===== src/rtl/phase_broadcast_dedup_tracker_core_assert.svh =====
// Assertion macros for the phase broadcast tracker.
`ifndef PHASE_BROADCAST_DEDUP_TRACKER_CORE_ASSERT_SVH
`define PHASE_BROADCAST_DEDUP_TRACKER_CORE_ASSERT_SVH

// Same-cycle implication, checked outside reset.
`define PBDT_ASSERT_IMP(lbl, ante, cons, msg) \
  lbl: assert property (@(posedge clk_i) disable iff (!rst_ni) (ante) |-> (cons)) \
    else $error(msg);

// Next-cycle implication, checked outside reset.
`define PBDT_ASSERT_NXT(lbl, ante, cons, msg) \
  lbl: assert property (@(posedge clk_i) disable iff (!rst_ni) (ante) |=> (cons)) \
    else $error(msg);

`endif


===== src/rtl/pbdt_pkg.sv =====
// Types, constants and helpers shared by the phase broadcast tracker.
package pbdt_pkg;

  localparam logic [7:0] PHASE_UNSET     = 8'd255;
  localparam logic [7:0] LABEL_UNSET     = 8'd255;
  localparam logic [7:0] PHASE_BLACKHOLE = 8'd1;
  localparam logic [7:0] PHASE_WORMHOLE  = 8'd2;
  localparam logic [7:0] PHASE_COOLDOWN  = 8'd3;
  localparam logic [7:0] PHASE_TERMINATE = 8'd4;
  localparam logic [7:0] LABEL_BASELINE  = 8'd0;
  localparam logic [7:0] LABEL_BLACKHOLE = 8'd1;
  localparam logic [7:0] LABEL_WORMHOLE  = 8'd2;

  localparam logic [7:0] PREPARE_CODE_RST = 8'd5;

  localparam int unsigned IN_TDATA_W  = 112;
  localparam int unsigned OUT_TDATA_W = 64;

  typedef enum logic [1:0] {
    MODE_PKT  = 2'd0,
    MODE_TICK = 2'd1,
    MODE_REQ  = 2'd2
  } mode_e;

  typedef enum logic [1:0] {
    END_NONE     = 2'd0,
    END_ALREADY  = 2'd1,
    END_COMPLETE = 2'd2,
    END_CUT      = 2'd3
  } end_status_e;

  typedef enum logic [1:0] {
    CFG_MAGIC = 2'd0,
    CFG_PREP  = 2'd1,
    CFG_LIMIT = 2'd2,
    CFG_KEEP  = 2'd3
  } cfg_idx_e;

  typedef struct packed {
    logic [31:0] magic_word;
    logic [7:0]  prepare_code;
    logic [31:0] cooldown_limit_ticks;
    logic        keep_running;
  } cfg_t;

  typedef struct packed {
    logic [1:0]  mode;
    logic [31:0] pkt_magic;
    logic        pkt_long_enough;
    logic [31:0] pkt_session;
    logic [31:0] pkt_seq;
    logic [7:0]  pkt_phase;
  } item_t;

  typedef struct packed {
    logic [31:0] session;
    logic [31:0] seq;
    logic [7:0]  phase;
    logic [7:0]  label;
    logic [31:0] ticks;
    logic        prepare;
    logic        ended;
    logic        timeout;
    logic        request;
    logic        complete;
    logic        alive;
  } state_t;

  typedef struct packed {
    logic        forward_data;
    logic        applied;
    logic [7:0]  phase_now;
    logic [7:0]  label_now;
    logic [31:0] last_sequence;
    logic        prepare_seen;
    logic        run_ended;
    logic        ended_by_timeout;
    logic        ended_by_request;
    logic        ended_complete;
    logic [1:0]  end_status;
    logic        listener_alive;
  } result_t;

  function automatic logic [7:0] label_of(input logic [7:0] code);
    logic [7:0] lbl;
    lbl = LABEL_BASELINE;
    if (code == PHASE_BLACKHOLE) lbl = LABEL_BLACKHOLE;
    else if (code == PHASE_WORMHOLE) lbl = LABEL_WORMHOLE;
    return lbl;
  endfunction

endpackage


===== src/rtl/pbdt_cfg.sv =====
// Configuration registers of the phase broadcast tracker.
module pbdt_cfg (
  input  logic             clk_i,
  input  logic             rst_ni,
  input  logic             we_i,
  input  logic [1:0]       idx_i,
  input  logic [31:0]      data_i,
  output pbdt_pkg::cfg_t   cfg_o
);
  import pbdt_pkg::*;

  cfg_t cfg_q;

  always_ff @(posedge clk_i or negedge rst_ni) begin
    if (!rst_ni) begin
      cfg_q.magic_word           <= '0;
      cfg_q.prepare_code         <= PREPARE_CODE_RST;
      cfg_q.cooldown_limit_ticks <= '0;
      cfg_q.keep_running         <= 1'b0;
    end else if (we_i) begin
      case (cfg_idx_e'(idx_i))
        CFG_MAGIC: cfg_q.magic_word           <= data_i;
        CFG_PREP:  cfg_q.prepare_code         <= data_i[7:0];
        CFG_LIMIT: cfg_q.cooldown_limit_ticks <= data_i;
        CFG_KEEP:  cfg_q.keep_running         <= data_i[0];
        default: ;
      endcase
    end
  end

  assign cfg_o = cfg_q;

endmodule


===== src/rtl/pbdt_step.sv =====
// Next-state and result logic for one item of the phase broadcast tracker.
module pbdt_step (
  input  pbdt_pkg::item_t   item_i,
  input  pbdt_pkg::cfg_t    cfg_i,
  input  pbdt_pkg::state_t  st_i,
  output pbdt_pkg::state_t  st_o,
  output pbdt_pkg::result_t res_o
);
  import pbdt_pkg::*;

  state_t      st;
  logic        fwd;
  logic        applied;
  end_status_e status;
  logic        bcast;
  logic        sess_ok;
  logic [31:0] ticks_inc;

  always_comb begin
    st        = st_i;
    fwd       = 1'b0;
    applied   = 1'b0;
    status    = END_NONE;
    bcast     = item_i.pkt_long_enough && (item_i.pkt_magic == cfg_i.magic_word);
    sess_ok   = 1'b1;
    ticks_inc = (st_i.ticks == '1) ? st_i.ticks : st_i.ticks + 32'd1;

    case (mode_e'(item_i.mode))
      MODE_PKT: begin
        if (st_i.alive) begin
          if (!bcast) begin
            fwd = cfg_i.keep_running || !st_i.ended;
          end else begin
            if (item_i.pkt_session != st_i.session) begin
              // a new root session: dropped once the run is over
              if (st_i.ended) begin
                sess_ok = 1'b0;
              end else begin
                st.session = item_i.pkt_session;
                st.seq     = '0;
                if (st_i.session != '0 && st_i.phase != PHASE_UNSET) begin
                  st.phase = PHASE_UNSET;
                  st.label = LABEL_UNSET;
                  st.ticks = '0;
                end
              end
            end
            if (sess_ok && item_i.pkt_seq > st.seq) begin
              st.seq = item_i.pkt_seq;
              if (item_i.pkt_phase == cfg_i.prepare_code) begin
                st.prepare = 1'b1;
                applied    = 1'b1;
              end else if (item_i.pkt_phase == PHASE_TERMINATE && st_i.ended) begin
                // late terminate copy records its sequence and stops the listener unless keep_running is set
                if (!cfg_i.keep_running) st.alive = 1'b0;
              end else begin
                if (item_i.pkt_phase != st.phase) st.ticks = '0;
                st.phase = item_i.pkt_phase;
                st.label = label_of(item_i.pkt_phase);
                applied  = 1'b1;
                if (item_i.pkt_phase == PHASE_TERMINATE) begin
                  st.ended = 1'b1;
                  if (!cfg_i.keep_running) st.alive = 1'b0;
                end
              end
            end
          end
        end
      end
      MODE_TICK: begin
        if (!st_i.ended) begin
          st.ticks = ticks_inc;
          if (st_i.phase == PHASE_COOLDOWN && ticks_inc > cfg_i.cooldown_limit_ticks) begin
            st.timeout = 1'b1;
            st.ended   = 1'b1;
          end
        end
      end
      MODE_REQ: begin
        if (st_i.ended) begin
          status = END_ALREADY;
        end else begin
          st.complete = (st_i.phase == PHASE_COOLDOWN);
          st.request  = 1'b1;
          st.ended    = 1'b1;
          status      = (st_i.phase == PHASE_COOLDOWN) ? END_COMPLETE : END_CUT;
        end
      end
      default: ;
    endcase
  end

  assign st_o = st;

  always_comb begin
    res_o.forward_data     = fwd;
    res_o.applied          = applied;
    res_o.phase_now        = st.phase;
    res_o.label_now        = st.label;
    res_o.last_sequence    = st.seq;
    res_o.prepare_seen     = st.prepare;
    res_o.run_ended        = st.ended;
    res_o.ended_by_timeout = st.timeout;
    res_o.ended_by_request = st.request;
    res_o.ended_complete   = st.complete;
    res_o.end_status       = status;
    res_o.listener_alive   = st.alive;
  end

endmodule


===== src/rtl/phase_broadcast_dedup_tracker_core.sv =====
// Top level of the phase broadcast tracker: input register, tracker state, result register.
// Takes one item per clock cycle while the output is not stalled (packet header, tick or
// end-run request) and returns one result item for each. An item is first captured in an
// input register; when the output register is free or taken, the tracker state (session,
// sequence, phase, label, tick count and run flags) is updated and the result is loaded into
// the output register, which is held until taken. Output stalls reach s_axis_tready in the
// same cycle. Configuration writes take effect at once and are meant for idle periods.
module phase_broadcast_dedup_tracker_core (
  input  logic                                clk_i,
  input  logic                                rst_ni,
  // configuration write port
  input  logic                                cfg_we_i,
  input  logic [1:0]                          cfg_idx_i,
  input  logic [31:0]                         cfg_data_i,
  // input items
  input  logic                                s_axis_tvalid,
  output logic                                s_axis_tready,
  // pkt_magic[31:0], pkt_long_enough[32], pkt_session[64:33], pkt_seq[96:65],
  // pkt_phase[104:97], zero fill [111:105]
  input  logic [pbdt_pkg::IN_TDATA_W-1:0]     s_axis_tdata,
  // mode[1:0]
  input  logic [1:0]                          s_axis_tuser,
  // result items
  output logic                                m_axis_tvalid,
  input  logic                                m_axis_tready,
  // forward_data[0], applied[1], phase_now[9:2], label_now[17:10], last_sequence[49:18],
  // prepare_seen[50], run_ended[51], ended_by_timeout[52], ended_by_request[53],
  // ended_complete[54], end_status[56:55], listener_alive[57], zero fill [63:58]
  output logic [pbdt_pkg::OUT_TDATA_W-1:0]    m_axis_tdata
);
  import pbdt_pkg::*;

  cfg_t    cfg;
  item_t   in_q;
  logic    in_vld_q;
  state_t  st_q;
  state_t  st_d;
  result_t res_d;
  result_t res_q;
  logic    out_vld_q;
  logic    adv;

  pbdt_cfg u_cfg (
    .clk_i  (clk_i),
    .rst_ni (rst_ni),
    .we_i   (cfg_we_i),
    .idx_i  (cfg_idx_i),
    .data_i (cfg_data_i),
    .cfg_o  (cfg)
  );

  assign adv           = in_vld_q && (!out_vld_q || m_axis_tready);
  assign s_axis_tready = !in_vld_q || adv;

  always_ff @(posedge clk_i or negedge rst_ni) begin
    if (!rst_ni) begin
      in_vld_q <= 1'b0;
    end else if (s_axis_tready) begin
      in_vld_q <= s_axis_tvalid;
    end
  end

  always_ff @(posedge clk_i) begin
    if (s_axis_tready && s_axis_tvalid) begin
      in_q.mode            <= s_axis_tuser;
      in_q.pkt_magic       <= s_axis_tdata[31:0];
      in_q.pkt_long_enough <= s_axis_tdata[32];
      in_q.pkt_session     <= s_axis_tdata[64:33];
      in_q.pkt_seq         <= s_axis_tdata[96:65];
      in_q.pkt_phase       <= s_axis_tdata[104:97];
    end
  end

  pbdt_step u_step (
    .item_i (in_q),
    .cfg_i  (cfg),
    .st_i   (st_q),
    .st_o   (st_d),
    .res_o  (res_d)
  );

  always_ff @(posedge clk_i or negedge rst_ni) begin
    if (!rst_ni) begin
      st_q.session  <= '0;
      st_q.seq      <= '0;
      st_q.phase    <= PHASE_UNSET;
      st_q.label    <= LABEL_UNSET;
      st_q.ticks    <= '0;
      st_q.prepare  <= 1'b0;
      st_q.ended    <= 1'b0;
      st_q.timeout  <= 1'b0;
      st_q.request  <= 1'b0;
      st_q.complete <= 1'b0;
      st_q.alive    <= 1'b1;
    end else if (adv) begin
      st_q <= st_d;
    end
  end

  always_ff @(posedge clk_i or negedge rst_ni) begin
    if (!rst_ni) begin
      out_vld_q <= 1'b0;
    end else if (adv) begin
      out_vld_q <= 1'b1;
    end else if (m_axis_tready) begin
      out_vld_q <= 1'b0;
    end
  end

  always_ff @(posedge clk_i) begin
    if (adv) res_q <= res_d;
  end

  assign m_axis_tvalid = out_vld_q;
  assign m_axis_tdata  = {6'd0,
                          res_q.listener_alive,
                          res_q.end_status,
                          res_q.ended_complete,
                          res_q.ended_by_request,
                          res_q.ended_by_timeout,
                          res_q.run_ended,
                          res_q.prepare_seen,
                          res_q.last_sequence,
                          res_q.label_now,
                          res_q.phase_now,
                          res_q.applied,
                          res_q.forward_data};

`include "phase_broadcast_dedup_tracker_core_assert.svh"

  `PBDT_ASSERT_NXT(a_ended_sticky, st_q.ended, st_q.ended, "run end flag cleared")
  `PBDT_ASSERT_NXT(a_stopped_sticky, !st_q.alive, !st_q.alive, "listener restarted")
  `PBDT_ASSERT_IMP(a_stop_needs_end, !st_q.alive, st_q.ended, "listener stopped before run end")
  `PBDT_ASSERT_IMP(a_cause_needs_end, st_q.timeout || st_q.request, st_q.ended,
                   "end cause set without run end")

endmodule

===== config.mk =====
export PLATFORM = sky130hd
export DESIGN_NAME = phase_broadcast_dedup_tracker_core
export DESIGN_NICKNAME = d
export VERILOG_FILES = /design/src/rtl/pbdt_pkg.sv /design/src/rtl/pbdt_cfg.sv /design/src/rtl/pbdt_step.sv /design/src/rtl/phase_broadcast_dedup_tracker_core.sv
export VERILOG_INCLUDE_DIRS = /design/src /design/src/rtl
export SDC_FILE = /design/constraint.sdc
export NUM_CORES = 1
export LEC_CHECK = 0
export BUFFER_PORTS_ARGS = -buffer_cell sky130_fd_sc_hd__buf_2
export CAP_MARGIN = 0
export CELL_PAD_IN_SITES_DETAIL_PLACEMENT = 0
export CELL_PAD_IN_SITES_GLOBAL_PLACEMENT = 1
export CORE_ASPECT_RATIO = 1.1
export CORE_UTILIZATION = 49
export CTS_BUF_LIST = sky130_fd_sc_hd__clkbuf_2
export CTS_CLUSTER_SIZE = 12
export DETAILED_ROUTE_END_ITERATION = 8
export PLACE_DENSITY = 0.79
export SYNTH_ARGS = -nofsm -noshare
export SYNTH_HDL_FRONTEND = slang
export SYNTH_SLANG_ARGS = --single-unit

===== constraint.sdc =====
create_clock -name clk_i -period 5.7 [get_ports clk_i]
set_input_delay 0.855 -clock clk_i [delete_from_list [all_inputs] [get_ports clk_i]]
set_output_delay 0.855 -clock clk_i [all_outputs]
set_load 0.01 [all_outputs]

==> key figures <==
Run status
  • Status: completed

Clocking
  • CTS tree: done
  • Inserted Clock Buffers: between 90 and 100
  • Clock-pin transition on the worst setup and hold timing paths: between 0.1 and 0.15 ns
  • Post-CTS setup buffers: 0
  • Clk sink count: around 360
  • Htree depth: 3
  • Root Buffer: clkbuf_2
  • Skew-Pair Late Insertion Delay: around 0.97 ns
  • Clk buf depth: 3

Floorplanning
  • Core box area: between 30000 and 40000 sq um
  • Die height: ~200 um
  • Width of the die: ~180 um
  • IO Pins: 219
  • Die area: approximately 35000 sq um
  • Initial core utilization: approximately 50%
  • # rows: 70

STA
  • Worst Tran Pin Value: about 1.1 ns
  • Final hold viol count: 0
  • RSZ-0062 raised after global routing: no
  • Max Clk Rate: approximately 0.2 GHz
  • Setup-failing EPs final: 0
  • Max_slew headroom: 23.59%
  • Clock skew: between 0.08 and 0.09 ns
  • Slew Limit Fails: 0
  • Fin crit period: a little under 5 ns
  • Crit share post-route: a little under nine tenths
  • Setup ws final: 0.8463 ns
  • Setup tns final: 0 ns

Synth
  • Asr flop ratio synth: 53.91%
  • EDFF count, synth: ~170
  • Area share of the largest cell type after synthesis: 29.42%
  • Synth unique cells: 78
  • Top FF cell, synth: dfrtp_1
  • Sequential element share of the synthesized area: between 50 and 60%
  • Cell count after synthesis: approximately 1.3k
  • Post-synthesis instance area: about 17000 sq um
  • Synthesized area per cell: roughly 13 sq um
  • Most area-hungry cell type in the Yosys netlist: edfxtp_1
  • Synthesis warning total: 0
  • Synth Register Bits: approximately 360
  • Largest cells by area after synthesis: edfxtp_1, dfrtp_1, mux2_2

GRT
  • All-Layer GR Usage: 23.34%
  • Largest net degree at the start of global routing: about 140
  • Met1 Resource Use GR: 32.55%
  • Met2 GRT Util: between 30 and 40%
  • Initial antenna violation count: 4
  • Overflow after GRT: 0
  • Number of global-route vias before repair: around 12k
  • Global-route wire length before repair: roughly 63 mm
  • Global routing's busiest layer: met2
  • Met3 Use GR: ~4.7%

Drt
  • Vias per cell: roughly 5.5
  • Via count: around 12k
  • Routed Antenna Nets: 0
  • Initial DRC Count: around 740
  • Routed WL: about 40 mm
  • Drc violations: 0
  • Pre-Repair DR Iteration Count: 6
  • DR WL/cell: ~18 um

Setup path
  • Critical path arrival: 5.56 ns
  • Worst Path Required: 6.41 ns
  • Critical Path Start: st_q[6]
  • Startpoint types: flop
  • R2R Path Start: st_q[6]
  • Worst Setup Path Type: reg -> reg
  • CP Capture Type: flop
  • R2R Setup Slk: 0.85 ns
  • Maximum fanout along the worst path: 8

Final layout
  • Ratio of cells with drive above 1 in the final layout: roughly 30%
  • Synth-to-Final Area Change: 20.25%
  • Flip-flop and latch area: a little under 10000 sq um
  • Multi-input gate area: between 6000 and 7000 sq um
  • Fillers: about 2.8k
  • Nets@finish: 1914

Place
  • # port buffers: 205
  • HPWL after detailed placement: between 20 and 30 mm
  • Setup Slack @ Placement: a little over 0.9 ns
  • Gpl congestion: 0.8557

Pwr
  • Worst vdd ir: between 0.2 and 0.25 mV
  • Static Leak: just under 0.009 uW
  • Power Density: 289.1 nW/um^2

Job
  • Maxcap violations: 0

Min path
  • Hold path startpoint: cfg_data_i[9]
  • Hold Path Class: in -> reg
-- per-layer routing --
layer | share of wire (%) | vias to the layer above | wire (um)
li1 | - | 5754 | -
met1 | 45 | 5860 | 18170
met2 | 47 | 370 | 18680
met3 | 5.4 | 78 | 2182
met4 | 2.5 | 0 | 1009
met5 | 0 | - | 0
-- critical path: stages (launching register included) --
cell and delay [ns]:
dfrtp_1 0.47, ha_1 0.32, and3_1 0.18, nand4_1 0.10, or4_4 0.18, nand4_1 0.25
nor2_1 0.53, nand4_1 0.27, xnor2_1 0.22, ha_1 0.31, nand3_1 0.10, nor4_1 0.43
nand4_1 0.23, nor4_1 0.26, nor3b_1 0.09, o21ai_0 0.22, o311ai_0 0.27, nand2b_1 0.20
-- cell usage after synthesis (22+ instances only) --
master / number
dfrtp_1: 174
edfxtp_1: 165
mux2_2: 108
nand2_1: 91
xor2_1: 80
ha_1: 65
nor2_1: 65
inv_1: 43
clkbuf_1: 39
nor4_1: 38
nand4_1: 34
a21oi_1: 32
a22o_1: 32
a32o_1: 29
a21o_1: 27
nand3_1: 26
xnor2_1: 26
nor3_1: 22
-- final cells by class --
cell class,count,area share [%]
antenna,4,0.04942
clock buffer,142,3.509
clock inverter,28,0.8525
inverter,45,0.8402
multi-input combinational,870,32.61
sequential,358,48.43
tap,432,2.669
timing repair buffer,328,11.04
-- cells by family (layout without fill, tap and decap cells) --
logic type,count (synthesis),in the layout,share of synthesized area [%]
flip-flops,358,358,58.23
AND/OR/NAND/NOR,351,351,10.89
AO/OA/AOI/OAI,231,231,10.31
multiplexers,111,111,7.414
buffers and inverters,109,543,2.786
XOR/XNOR,106,106,5.512
adder cells (fa/ha/maj),65,65,4.829
other,1,10,0.02227
-- flip-flops by register name (all words and copies together) (netlist names) --
signal,count
st_q,118
in_q,107
u_cfg.cfg_o,73
m_axis_tdata,58
in_vld_q,1
m_axis_tvalid,1
-- final timing paths --
kind                       cells past startpoint               end
setup / recovery                              17  m_axis_tdata[51]
hold / removal                                 2   u_cfg.cfg_o[10]
setup reg to reg                              17  m_axis_tdata[51]
hold reg to reg                                1           st_q[5]
max in group asynchronous                      3          st_q[84]
min in group asynchronous                      2   u_cfg.cfg_o[68]
-- placed cells by master (no fill, tap or decap), drive strengths merged, types with 34 or more instances in the layout --
cell type / n
buf: 221
clkbuf: 143
dfrtp: 174
dlygate4sd3: 106
edfxtp: 165
ha: 65
inv: 44
mux2: 110
nand2: 92
nand4: 34
nor2: 65
nor4: 41
xor2: 80
-- per-stage QoR --
stage                     instances  area [sq um]  util [%]  hold slack [ns]  power, uW
after floorplan                1337         16860         -           0.4204       3720
after global placement         1927         18300     54.55           0.4301       3991
after detailed placement       1927         18300     54.55           0.4376       4030
after CTS                      2203         20240     60.35        0.0006928       5924
after global routing           2207         20250     60.38          0.01333       6202
final                          2207         20250     60.38           0.1457       5854
-- power by group --
part | total (uW) | internal [uW] | leakage, uW | switching [uW]
Clock | 1810 | 754 | 0.000670 | 1060
Sequential | 3140 | 2950 | 0.00402 | 196
Combinational | 899 | 434 | 0.00425 | 465
-- repair_timing --
| item | 4_1_cts | 5_1_grt |
|---|---|---|
| hold buffers | 106 | 0 |
| hold endpoints to repair | 160 | 0 |
| gates resized for setup | 0 | 0 |
Power figures use the tool's default switching activity.
